File: src/rtl/ffca_pkg.sv
// Shared constants, types and state encoding for the contiguous frame allocator.
`timescale 1ns / 1ps

package ffca_pkg;

  // Default geometry
  localparam int NUM_FRAMES_DEF = 256;
  localparam int PAGE_BYTES_DEF = 4096;

  // Field widths
  localparam int COUNT_W    = 9;
  localparam int FRAME_CFG_W = 9;
  localparam int ADDR_W     = 20;

  // Register port
  localparam int APB_ADDR_W = 3;
  localparam int APB_DATA_W = 32;
  localparam logic REG_FIRST_USABLE = 1'b0;

  // Sequencer states
  typedef enum logic [2:0] {
    ST_CLEAR,
    ST_IDLE,
    ST_SCAN,
    ST_MARK,
    ST_RESP
  } state_t;

  // Result of one request
  typedef struct packed {
    logic              granted;
    logic [ADDR_W-1:0] phys_address;
  } res_t;

endpackage

File: src/rtl/first_fit_contiguous_frame_allocator_unit.sv
// Top level of the first-fit contiguous page-frame allocator.
// After reset the block sweeps its free-flag memory, one frame a cycle, while
// in_stall stays high; register writes are taken meanwhile. Each request then
// takes one transfer of in_page_count and gives one result. A refused request
// (zero count, or first usable frame beyond the array) is answered without a
// scan; otherwise the request scans from the first usable frame at one frame
// per cycle through the single read port of the free-flag memory, then clears
// the found run at one frame per cycle through its write port. The block takes
// no new request until the current one is done; a finished result waits in the
// output register.
`timescale 1ns / 1ps

module first_fit_contiguous_frame_allocator_unit #(
  parameter int NUM_FRAMES = ffca_pkg::NUM_FRAMES_DEF,
  parameter int PAGE_BYTES = ffca_pkg::PAGE_BYTES_DEF
) (
  input  logic                              clk,
  input  logic                              rst_n,
  // Request channel
  input  logic                              in_valid,
  output logic                              in_stall,
  input  logic [ffca_pkg::COUNT_W-1:0]      in_page_count,
  // Result channel
  output logic                              out_valid,
  input  logic                              out_stall,
  output logic                              out_granted,
  output logic [ffca_pkg::ADDR_W-1:0]       out_phys_address,
  // Register port
  input  logic                              psel,
  input  logic                              penable,
  input  logic                              pwrite,
  input  logic [ffca_pkg::APB_ADDR_W-1:0]   paddr,
  input  logic [ffca_pkg::APB_DATA_W-1:0]   pwdata,
  output logic [ffca_pkg::APB_DATA_W-1:0]   prdata,
  output logic                              pready
);

  logic [ffca_pkg::FRAME_CFG_W-1:0] first_usable_r, first_usable_nxt;
  logic                             out_valid_r, out_valid_nxt;
  ffca_pkg::res_t                   out_res_r;
  logic                             req_ready;
  logic                             res_valid;
  ffca_pkg::res_t                   res;
  logic                             res_load;
  logic                             reg_sel;

  assign pready  = 1'b1;
  assign reg_sel = (paddr[2] == ffca_pkg::REG_FIRST_USABLE);

  // Register write and readback
  always_comb begin
    first_usable_nxt = first_usable_r;
    if (psel && penable && pwrite && reg_sel) begin
      first_usable_nxt = pwdata[ffca_pkg::FRAME_CFG_W-1:0];
    end
  end

  assign prdata = reg_sel ? ffca_pkg::APB_DATA_W'(first_usable_r) : '0;

  ffca_engine #(
    .NUM_FRAMES (NUM_FRAMES),
    .PAGE_BYTES (PAGE_BYTES)
  ) u_engine (
    .clk            (clk),
    .rst_n          (rst_n),
    .req_valid      (in_valid),
    .req_page_count (in_page_count),
    .first_usable   (first_usable_r),
    .req_ready      (req_ready),
    .res_valid      (res_valid),
    .res            (res),
    .res_ready      (res_load)
  );

  assign in_stall = !req_ready;

  // Load the output register when it is empty or its transfer completes
  assign res_load = res_valid && (!out_valid_r || !out_stall);

  always_comb begin
    out_valid_nxt = out_valid_r;
    priority if (res_load) begin
      out_valid_nxt = 1'b1;
    end else if (!out_stall) begin
      out_valid_nxt = 1'b0;
    end
  end

  always_ff @(posedge clk) begin
    if (!rst_n) begin
      first_usable_r <= '0;
      out_valid_r    <= 1'b0;
    end else begin
      first_usable_r <= first_usable_nxt;
      out_valid_r    <= out_valid_nxt;
    end
  end

  always_ff @(posedge clk) begin
    if (res_load) begin
      out_res_r <= res;
    end
  end

  assign out_valid        = out_valid_r;
  assign out_granted      = out_res_r.granted;
  assign out_phys_address = out_res_r.phys_address;

endmodule

File: src/rtl/ffca_engine.sv
// Scan and mark sequencer over the free-flag memory of the frame allocator.
`timescale 1ns / 1ps

module ffca_engine #(
  parameter int NUM_FRAMES = ffca_pkg::NUM_FRAMES_DEF,
  parameter int PAGE_BYTES = ffca_pkg::PAGE_BYTES_DEF
) (
  input  logic                             clk,
  input  logic                             rst_n,
  input  logic                             req_valid,
  input  logic [ffca_pkg::COUNT_W-1:0]     req_page_count,
  input  logic [ffca_pkg::FRAME_CFG_W-1:0] first_usable,
  output logic                             req_ready,
  output logic                             res_valid,
  output ffca_pkg::res_t                   res,
  input  logic                             res_ready
);

  localparam int IDX_W = $clog2(NUM_FRAMES);
  localparam int CNT_W = $clog2(NUM_FRAMES + 1);
  localparam int CMP_W = (CNT_W > ffca_pkg::FRAME_CFG_W) ? CNT_W : ffca_pkg::FRAME_CFG_W;
  localparam logic [IDX_W-1:0] LAST_IDX  = IDX_W'(NUM_FRAMES - 1);
  localparam logic [CMP_W-1:0] FRAMES_CM = CMP_W'(NUM_FRAMES);

  ffca_pkg::state_t state_r, state_nxt;

  logic [CNT_W-1:0]                 scan_idx_r, scan_idx_nxt;
  logic [IDX_W-1:0]                 chk_idx_r, chk_idx_nxt;
  logic                             pend_r, pend_nxt;
  logic [CNT_W-1:0]                 run_len_r, run_len_nxt;
  logic [IDX_W-1:0]                 run_start_r, run_start_nxt;
  logic [IDX_W-1:0]                 mark_idx_r, mark_idx_nxt;
  logic [IDX_W-1:0]                 mark_end_r, mark_end_nxt;
  logic [ffca_pkg::COUNT_W-1:0]     count_r, count_nxt;
  ffca_pkg::res_t                   res_r, res_nxt;

  // Free-flag memory
  logic                             mem [NUM_FRAMES];
  logic                             rd_data_r;
  logic                             mem_we;
  logic [IDX_W-1:0]                 mem_wa;
  logic                             mem_wd;
  logic                             mem_re;

  // Shared add-and-compare unit
  logic [CNT_W-1:0]                 len_inc;
  logic                             run_hit;
  logic                             found;
  logic                             last_chk;
  logic                             issue;
  logic                             refuse;
  logic [31:0]                      prod;

  assign len_inc  = run_len_r + CNT_W'(1);
  assign run_hit  = pend_r && rd_data_r;
  assign found    = run_hit && (CMP_W'(len_inc) == CMP_W'(count_r));
  assign last_chk = pend_r && (chk_idx_r == LAST_IDX);
  assign issue    = (CMP_W'(scan_idx_r) < FRAMES_CM) && !found;
  assign refuse   = (req_page_count == '0) || (CMP_W'(first_usable) >= FRAMES_CM);
  assign prod     = 32'(run_start_r) * 32'(PAGE_BYTES);

  // Memory: one write port, one registered read port
  always_ff @(posedge clk) begin
    if (mem_we) begin
      mem[mem_wa] <= mem_wd;
    end
    if (mem_re) begin
      rd_data_r <= mem[scan_idx_r[IDX_W-1:0]];
    end
  end

  // Advance the sequencer
  always_comb begin
    state_nxt = state_r;
    unique case (state_r)
      ffca_pkg::ST_CLEAR: begin
        if (scan_idx_r[IDX_W-1:0] == LAST_IDX) begin
          state_nxt = ffca_pkg::ST_IDLE;
        end
      end
      ffca_pkg::ST_IDLE: begin
        if (req_valid) begin
          state_nxt = refuse ? ffca_pkg::ST_RESP : ffca_pkg::ST_SCAN;
        end
      end
      ffca_pkg::ST_SCAN: begin
        priority if (found) begin
          state_nxt = ffca_pkg::ST_MARK;
        end else if (last_chk) begin
          state_nxt = ffca_pkg::ST_RESP;
        end
      end
      ffca_pkg::ST_MARK: begin
        if (mark_idx_r == mark_end_r) begin
          state_nxt = ffca_pkg::ST_RESP;
        end
      end
      ffca_pkg::ST_RESP: begin
        if (res_ready) begin
          state_nxt = ffca_pkg::ST_IDLE;
        end
      end
      default: state_nxt = ffca_pkg::ST_CLEAR;
    endcase
  end

  // Drive handshake and memory controls
  always_comb begin
    req_ready = 1'b0;
    res_valid = 1'b0;
    mem_we    = 1'b0;
    mem_wa    = mark_idx_r;
    mem_wd    = 1'b0;
    mem_re    = 1'b0;
    unique case (state_r)
      ffca_pkg::ST_CLEAR: begin
        mem_we = 1'b1;
        mem_wa = scan_idx_r[IDX_W-1:0];
        mem_wd = 1'b1;
      end
      ffca_pkg::ST_IDLE: req_ready = 1'b1;
      ffca_pkg::ST_SCAN: mem_re = issue;
      ffca_pkg::ST_MARK: mem_we = 1'b1;
      ffca_pkg::ST_RESP: res_valid = 1'b1;
      default: ;
    endcase
  end

  // Datapath next values
  always_comb begin
    scan_idx_nxt  = scan_idx_r;
    chk_idx_nxt   = chk_idx_r;
    pend_nxt      = pend_r;
    run_len_nxt   = run_len_r;
    run_start_nxt = run_start_r;
    mark_idx_nxt  = mark_idx_r;
    mark_end_nxt  = mark_end_r;
    count_nxt     = count_r;
    res_nxt       = res_r;
    unique case (state_r)
      ffca_pkg::ST_CLEAR: begin
        scan_idx_nxt = scan_idx_r + CNT_W'(1);
      end
      ffca_pkg::ST_IDLE: begin
        count_nxt    = req_page_count;
        scan_idx_nxt = CNT_W'(first_usable);
        pend_nxt     = 1'b0;
        run_len_nxt  = '0;
        res_nxt      = '0;
      end
      ffca_pkg::ST_SCAN: begin
        // Evaluate the flag read last cycle
        if (pend_r) begin
          if (rd_data_r) begin
            run_len_nxt = len_inc;
            if (run_len_r == '0) begin
              run_start_nxt = chk_idx_r;
            end
          end else begin
            run_len_nxt = '0;
          end
        end
        // Start marking from the run's first frame
        if (found) begin
          mark_idx_nxt = (run_len_r == '0) ? chk_idx_r : run_start_r;
          mark_end_nxt = chk_idx_r;
        end
        // Issue the next read
        pend_nxt = issue;
        if (issue) begin
          chk_idx_nxt  = scan_idx_r[IDX_W-1:0];
          scan_idx_nxt = scan_idx_r + CNT_W'(1);
        end
        if (last_chk && !found) begin
          res_nxt = '0;
        end
      end
      ffca_pkg::ST_MARK: begin
        mark_idx_nxt = mark_idx_r + IDX_W'(1);
        if (mark_idx_r == mark_end_r) begin
          res_nxt.granted      = 1'b1;
          res_nxt.phys_address = prod[ffca_pkg::ADDR_W-1:0];
        end
      end
      ffca_pkg::ST_RESP: ;
      default: ;
    endcase
  end

  // Control registers
  always_ff @(posedge clk) begin
    if (!rst_n) begin
      state_r    <= ffca_pkg::ST_CLEAR;
      scan_idx_r <= '0;
      pend_r     <= 1'b0;
    end else begin
      state_r    <= state_nxt;
      scan_idx_r <= scan_idx_nxt;
      pend_r     <= pend_nxt;
    end
  end

  // Payload registers
  always_ff @(posedge clk) begin
    chk_idx_r   <= chk_idx_nxt;
    run_len_r   <= run_len_nxt;
    run_start_r <= run_start_nxt;
    mark_idx_r  <= mark_idx_nxt;
    mark_end_r  <= mark_end_nxt;
    count_r     <= count_nxt;
    res_r       <= res_nxt;
  end

  assign res = res_r;

endmodule
File: config.mk
export PLATFORM = sky130hd
export DESIGN_NAME = first_fit_contiguous_frame_allocator_unit
export DESIGN_NICKNAME = d
export VERILOG_FILES = /design/src/rtl/ffca_pkg.sv /design/src/rtl/first_fit_contiguous_frame_allocator_unit.sv /design/src/rtl/ffca_engine.sv
export SDC_FILE = /design/constraint.sdc
export NUM_CORES = 1
export LEC_CHECK = 0
export BUFFER_PORTS_ARGS = -buffer_cell sky130_fd_sc_hd__buf_2
export CORE_UTILIZATION = 60
export DETAILED_ROUTE_END_ITERATION = 7
export HOLD_SLACK_MARGIN = 0.03
export PLACE_DENSITY = 0.79
export RECOVER_POWER = 100
export SLEW_MARGIN = 20
export SYNTH_ARGS = -nofsm -noshare
export SYNTH_HDL_FRONTEND = slang
export SYNTH_HIERARCHICAL = 1
export SYNTH_SLANG_ARGS = --single-unit
export TNS_END_PERCENT = 1
File: constraint.sdc
create_clock -name clk -period 17.52 [get_ports clk]
set_input_delay 0.876 -clock clk [delete_from_list [all_inputs] [get_ports clk]]
set_output_delay 0.876 -clock clk [all_outputs]
set_load 0.05 [all_outputs]
# After elaboration in Yosys (flattened, before gate mapping)
# Memory sizes are Yosys's and may differ from the RTL's. A register that Yosys moved wholly into a read port is not among the register bits.
# Index checks and enable logic that the tools add are counted.
# totals
ff_bits	115
latch_bits	0
ram_bits	256
romBits	0
input_bits	51
elab_cells	102
n_memories	1
# classes
n_addsub	3
n_mul	0
div_mod_pow	0
magnitude_cmp	2
eq_ne	18
shift	0
n_mux	31
n_bitwise	1
reduce_logical	31
# memory_table
memory	words	word_bits	read_ports	rd_clocked_by_memory_dff	wr	line_no	rtl
u_engine.mem	256	1	1	1	1	ffca_engine.sv:38	logic mem [NUM_FRAMES];
# ops
cell	count
$pmux 21 s3	1
$mux 21	2
$mux 9	4
$pmux 9 s3	1
$mux 8	3
$mux 3	7
$add 9x1->9 const B	2
$logic_not 9->1	2
$pmux 9 s2	1
$eq 8x8->1 const B	2
$pmux 8 s2	1
$pmux 3 s5	1
$ne 2x1->1 const B	7
$reduce_and 2->1	5
$eq 9x9->1	1
$ge 9x9->1 const B	1
$logic_and 1x1->1	9
$lt 9x9->1 const B	1
$mux 1	9
$add 8x1->8 const B	1
$eq 8x8->1	1
$eq 3x2->1 const B	2
$reduce_and 3->1	2
$reduce_bool 3->1	2
12 further kinds	18

# Depth between registers and ports, before layout
# Gate-level depths: netlist of the first run.
# depth
word_depth	7
depth_mapped	11

# Hierarchy
# Netlist of the first run, hierarchy kept.
# by_module_without_submodules
module	instances	cells_per_inst	area_per_inst_um2	seq_area_each_um2
ffca_engine	1	1163	15099.5	9749.4
first_fit_contiguous_frame_allocator_unit	1	101	1308.8	830.8

# Worst setup path before layout of the first run
# OpenSTA, ideal clock, no wires.
# synth_path
path_type	register -> register
start	register u_engine.state_r[2]
end	memory u_engine.mem[197], enable pin
setup_time_ns	0.300
t_arrival_ns	5.499
t_required_ns	17.220
path_slack_ns	11.721
path_stages_with_launch	8
path_buffers	1
path_cell_list	dfxtp_1 inv_1 nand2_1 clkinv_1 o31ai_1 nand2_1 clkbuf_1 nor2_1
# synth_via
elab_chain_len	5
elab_cells_between_ends	7
# synth_rtl
item	line_no	rtl
start, declared	ffca_engine.sv:25	ffca_pkg::state_t state_r, state_nxt;
start signal, assigned	ffca_engine.sv:193	state_r <= ffca_pkg::ST_CLEAR;
start signal, assigned	ffca_engine.sv:197	state_r <= state_nxt;
$eq 3x2->1 or $logic_not 3->1 (tied branches)	ffca_engine.sv:115	unique case (state_r)
$reduce_or 2->1 (no line)	-	
$mux 1	ffca_engine.sv:115	
$mux 1	ffca_engine.sv:64	if (mem_we) begin
$mux 1 (not written as such)	ffca_engine.sv:65	mem[mem_wa] <= mem_wd;
end, declared	ffca_engine.sv:38	
# Parallel ways exist; a longest one is shown, timed or not.

# Final worst setup path of the first run
# layout_path
start	register u_engine.state_r[1]
end	memory u_engine.mem[24], enable pin
# The elaborated chain is that of the path after synthesis.

==> results of run 1 <==
[cells by family after synthesis]
| group | after synthesis | synth area share |
|---|---|---|
| flip-flops | 360 | 0.645 |
| AO/OA/AOI/OAI | 122 | 0.0525 |
| other | 3 | 0.000686 |
| adder cells (fa/ha/maj) | 4 | 0.00305 |
| multiplexers | 106 | 0.104 |
| AND/OR/NAND/NOR | 502 | 0.134 |
| buffers and inverters | 133 | 0.0419 |
| XOR/XNOR | 34 | 0.0199 |
[worst max-delay path by stage]
stage,startpoint,endpoint,slack (ns)
floorplan,u_engine/state_r[2]$_SDFFE_PN0P_,u_engine/mem[197]$_DFFE_PP_,11.72
global placement,u_engine/state_r[1]$_SDFFE_PN0P_,u_engine/mem[1]$_DFFE_PP_,13.82
detailed placement,u_engine/state_r[1]$_SDFFE_PN0P_,u_engine/mem[129]$_DFFE_PP_,13.70
CTS,u_engine/state_r[0]$_SDFFE_PN0P_,in_stall,13.44
global route,u_engine/state_r[1]$_SDFFE_PN0P_,u_engine/mem[22]$_DFFE_PP_,8.69
finish,u_engine/state_r[1]$_SDFFE_PN0P_,u_engine/mem[24]$_DFFE_PP_,9.42
[layer usage]
layer | share of wire | vias up | routed length [um] | global-route usage
met5 | 0 | - | 0 | 0
met4 | 0.037 | 0 | 1300 | 0.114
met3 | 0.090 | 97 | 3170 | 0.0397
met2 | 0.49 | 523 | 17100 | 0.421
met1 | 0.39 | 5030 | 13700 | 0.348
li1 | - | 4564 | - | -
[state kept, by name, summed over array words and instances (netlist names)]
signal / cells
u_engine/rd_data_r: 1
u_engine/count_r: 9
out_valid: 1
u_engine/res: 9
first_usable_r: 9
u_engine/chk_idx_r: 8
u_engine/mark_idx_r: 8
u_engine/scan_idx_r: 9
u_engine/state_r: 3
u_engine/run_len_r: 9
u_engine/mark_end_r: 8
u_engine/run_start_r: 8
out_granted: 1
u_engine/pend_r: 1
out_phys_address: 20
u_engine/mem: 256
[cell usage in the layout (no fill, tap or decap), drive strengths merged, types with 4 or more instances in the layout]
cell type / count
ha: 4
o221a: 4
o21ai: 16
or3: 6
nand2b: 7
xor2: 18
xnor2: 14
clkbuf: 92
clkinv: 9
nor2b: 8
and2b: 9
nor4: 6
o31ai: 6
nand4: 4
nand3b: 10
and2: 5
a22oi: 4
o22ai: 8
and3: 19
buf: 18
a211oi: 5
o211ai: 4
conb: 36
o22a: 4
mux2i: 37
o32ai: 6
mux2: 20
nand3: 22
nand2: 86
inv: 12
bufinv: 4
dfxtp: 23
nor3: 10
a31oi: 7
mux4: 49
o21a: 5
nor2: 299
edfxtp: 337
a21oi: 32
[worst max-delay path, cell delays in order, from the launching register on]
cell,delay [ns]
dfxtp_1,0.70
nor2_1,0.15
nand2_1,0.53
clkinvlp_2,3.13
o31ai_1,2.28
nand2_1,0.64
nor2_1,0.29
[power breakdown]
part	switching, W	internal (W)
combinational	0.0000437	0.0000201
clock	0.000307	0.000463
sequential	0.00000841	0.000929
total	0.000359	0.00141
[cell type report]
cell class / count / area [um2]
Sequential cell: 360 / 10600
Clock inverter: 13 / 166
Inverter: 13 / 50.0
Clock buffer: 47 / 1010
Tap cell: 341 / 427
Multi-Input combinational cell: 804 / 5240
Fill cell: 1969 / 9150
Timing Repair Buffer: 63 / 262
[per-stage QoR]
| step | total power, W | utilization | std cells |
|---|---|---|---|
| 2_1_floorplan | 0.00101 | - | 1297 |
| 3_3_place_gp | 0.00102 | 0.620 | 1581 |
| 3_5_place_dp | 0.00102 | 0.621 | 1581 |
| 4_1_cts | 0.00178 | 0.664 | 1641 |
| 5_1_grt | 0.00182 | 0.660 | 1641 |
| 6_report | 0.00177 | 0.660 | 1641 |
==> impl_metrics.ini, run 1 <==
[run_status]
status = complete, but fails checks
violations = max-capacitance violations, max-slew violations

[cts]
hold_buffers = 0
htree_levels = 2
numCtsBuffers = 37
cts.root.buffer_cell = clkbuf_16
cts.path.max_buffers = 3
cts_setup_buffers = 0
clk_pin_slew_worst_paths_ns = 0.06
clock_sinks = 360
cts_tree = built
insertion_delay_ns = 0.53
post_cts_resized = 0

[routing]
vias = 10214
drc = 0
routedWlPerCell_um = 21.5
via_per_inst = 6.22
first_pass_iters = 7
ant_nets = 0
drt_iter0_markers = 1265
wl_mm = 35.3

[grt]
grt_pass1_wl_mm = 55.2
grtUsageTotal = 0.258
grt_antenna_before_repair = 0
grt_overflow = 0
first_global_vias = 10080
grt_max_degree = 136

[power_and_ir_drop]
max-vdd-ir-drop_mv = 0.0857
pwr_density_cell_nw_per_um2 = 99.8
leakagePower_nw = 6.19

[synth]
yosysSeqAreaShare = 0.645
yosys-top-cells-count = edfxtp_1 (337), nor2_1 (299), nand2_1 (86), clkbuf_1 (52), mux4_2 (49)
synth_area_um2 = 16400
synth_edf_count = 337
synth_most_common_cell = edfxtp_1
yosys.area.top_type = edfxtp_1
synthCells = 1264
yosys_most_used_dff = edfxtp_1
ys_warn_count = 6
synth_seq_cells = 360
avgSynthCellArea_um2 = 13.0
synth_cell_type_count = 71
synth_top_area_share = 0.617
synth_area_leaders = edfxtp_1 (62%), nor2_1 (6.8%), mux4_2 (6.7%)
synthArstFlopShare = 0

[finish]
final_nets = 1334
fin_area_um2 = 17700
drive_gt1_frac = 0.118
diodes = 0
area_growth_pct = 8.05

[die]
initial_core_util = 0.611
rows = 60
die_w_um = 167
die-area_um2 = 28000
core_area_um2 = 26900
die_h_um = 167
io_pins = 107

[sta]
worst_pin_slew_ns = 4.56
fin_crit_sh = 0.462
max_clock_freq_ghz = 0.124
slew_headroom = -2.04
hold_viol = 0
period_needed_ns = 8.10
skew_ns = 0.0209
slew_violations = 518
fin_tns_setup_ns = 0
finalSetupViolCount = 0
grt_setup_unrepaired = false
fin_hold_ws_ns = 0.418
worst_slack_ns = 9.42

[hold_path]
min_path_cells = 0
hold_end = out_phys_address[12]$_DFFE_PP_
hold_class = register to register
hold_start = u_engine/res[12]$_SDFFCE_PN0P_

[place]
dp_slack_ns = 13.70
portBuffers = 57
hpwl_mm = 20.5
placed_area_um2 = 16700
place_congestion = 0.866

[job]
drv_cap = 10

[setup_path]
crit_fanout = 135
end_kind = register
critPathArrivalTime_ns = 8.31
rr_worst_depth = 6
rrSetupSlack_ns = 9.42
crit_type = register to register
startpoint_type = register
regToRegStartpoint = u_engine/state_r[1]$_SDFFE_PN0P_
crit_required_ns = 17.73
r2r-end = u_engine/mem[24]$_DFFE_PP_
Note: power is estimated with default switching activity, not from simulation.
==> run 2: changes to the inputs <==
==> constraint.sdc (replaced) <==
create_clock -name clk -period 7.8 [get_ports clk]
set_input_delay 0.39 -clock clk [delete_from_list [all_inputs] [get_ports clk]]
set_output_delay 0.39 -clock clk [all_outputs]
set_load 0.05 [all_outputs]
==> impl_metrics.ini, run 2 (same netlist as run 1, synthesis figures left out) <==
[setup_path]
crit_type = register to register
crit_fanout = 50
rrSetupSlack_ns = 2.73
r2r-end = u_engine/mem[158]$_DFFE_PP_
crit_required_ns = 8.00
regToRegStartpoint = u_engine/scan_idx_r[1]$_SDFFE_PN0P_
startpoint_type = register
end_kind = register
rr_worst_depth = 5
critPathArrivalTime_ns = 5.28

[sta]
slew_violations = 217
hold_viol = 0
worst_pin_slew_ns = 2.75
period_needed_ns = 5.07
fin_crit_sh = 0.650
fin_tns_setup_ns = 0
finalSetupViolCount = 0
max_clock_freq_ghz = 0.197
worst_slack_ns = 2.73
grt_setup_unrepaired = false
skew_ns = 0.0123
slew_headroom = -0.847

[cts]
numCtsBuffers = 37
hold_buffers = 0
cts_setup_buffers = 0
post_cts_resized = 0
clock_sinks = 360
htree_levels = 2
clk_pin_slew_worst_paths_ns = 0.06
insertion_delay_ns = 0.52
cts_tree = built
cts.path.max_buffers = 3
cts.root.buffer_cell = clkbuf_16

[power_and_ir_drop]
total_power_w = 0.00385
max-vdd-ir-drop_mv = 0.182
leakagePower_nw = 6.15
pwr_density_cell_nw_per_um2 = 218

[die]
core_area_um2 = 26900
rows = 60
io_pins = 107
die_h_um = 167
die_w_um = 167
initial_core_util = 0.611
die-area_um2 = 28000

[routing]
drt_iter0_markers = 1317
wl_mm = 35.3
ant_nets = 0
vias = 10236
first_pass_iters = 5
drc = 0
routedWlPerCell_um = 21.5
via_per_inst = 6.22

[hold_path]
min_path_cells = 1
hold_class = input port to register
hold_start = in_page_count[2]
hold_end = u_engine/count_r[2]$_DFFE_PP_

[finish]
final_nets = 1334
layout_commonest_cell = edfxtp_1
largest-register = u_engine/mem
drive_gt1_frac = 0.117
area_growth_pct = 7.60
ff_latch_area_um2 = 10600
fillers = 1992
post-route-util = 0.657
diodes = 0
multi_input_area_um2 = 5240
largest_reg_flops = 256
final_cell_mix = edfxtp_1 (337), nor2_1 (299), nand2_1 (86)

[grt]
grt_antenna_before_repair = 0
grt_pass1_wl_mm = 54.3
grt_max_degree = 149
first_global_vias = 9736
grtUsageTotal = 0.254
grt_overflow = 0

[run_status]
status = complete, but fails checks
violations = max-capacitance violations, max-slew violations

[place]
dp_slack_ns = 4.04
place_congestion = 0.877
hpwl_mm = 20.5
portBuffers = 57

[job]
drv_cap = 7
## run 2: changes by cell type in the layout (fill, tap and decap cells not counted), sizes merged
cell      previous run  this run
bufinv               4         1
buf                 18        20
clkinv               9        11
clkinvlp             1         0
inv                 12        15
clkbuf              92        93
## run 2: critical path, stage by stage, from the launching register on
cell	delay, ns
dfxtp_1	2.13
buf_4	0.74
inv_1	0.19
o32ai_1	0.52
nand2_1	0.80
nor2_1	0.36
## run 2: power breakdown
| part | switching (W) | internal (W) | total (W) | leakage (nW) |
|---|---|---|---|---|
| clock | 0.000693 | 0.000913 | 0.00161 | 0.527 |
| combinational | 0.0000957 | 0.0000447 | 0.000140 | 1.82 |
| sequential | 0.0000207 | 0.00209 | 0.00211 | 3.81 |
## run 2: layout make-up
cell class / count / share of cell area
flip-flops and latches: 360 / 0.599
repair buffers: 63 / 0.0154
clock inverters: 14 / 0.00617
clock buffers: 50 / 0.0552
inverters: 13 / 0.00305
multi-input cells: 804 / 0.297
well taps: 341 / 0.0242
## run 2: per-layer routing
layer	wire length (um)	share of wire	up-vias	GRT usage
li1	-	-	4576	-
met1	13700	0.39	5015	0.340
met2	16900	0.48	533	0.418
met3	3370	0.095	112	0.0449
met4	1380	0.039	0	0.0989
met5	0	0	-	0
## run 2: worst max-delay path by stage
stage                                   startpoint                     endpoint  cells after the start
2_1_floorplan     u_engine/state_r[2]$_SDFFE_PN0P_  u_engine/mem[197]$_DFFE_PP_                      7
3_3_place_gp      u_engine/state_r[1]$_SDFFE_PN0P_  u_engine/mem[194]$_DFFE_PP_                      7
3_5_place_dp      u_engine/state_r[1]$_SDFFE_PN0P_    u_engine/mem[0]$_DFFE_PP_                      7
4_1_cts           u_engine/state_r[1]$_SDFFE_PN0P_    u_engine/mem[0]$_DFFE_PP_                      7
5_1_grt        u_engine/scan_idx_r[1]$_SDFFE_PN0P_   u_engine/mem[82]$_DFFE_PP_                      5
6_report       u_engine/scan_idx_r[1]$_SDFFE_PN0P_  u_engine/mem[158]$_DFFE_PP_                      5
## run 2: metrics by stage
step           instances  hold WS [ns]  area [um2]
2_1_floorplan       1297         0.400       16500
3_3_place_gp        1581         0.404       16700
3_5_place_dp        1581         0.405       16700
4_1_cts             1645        0.0469       17800
5_1_grt             1645        0.0516       17700
6_report            1645        0.0593       17700
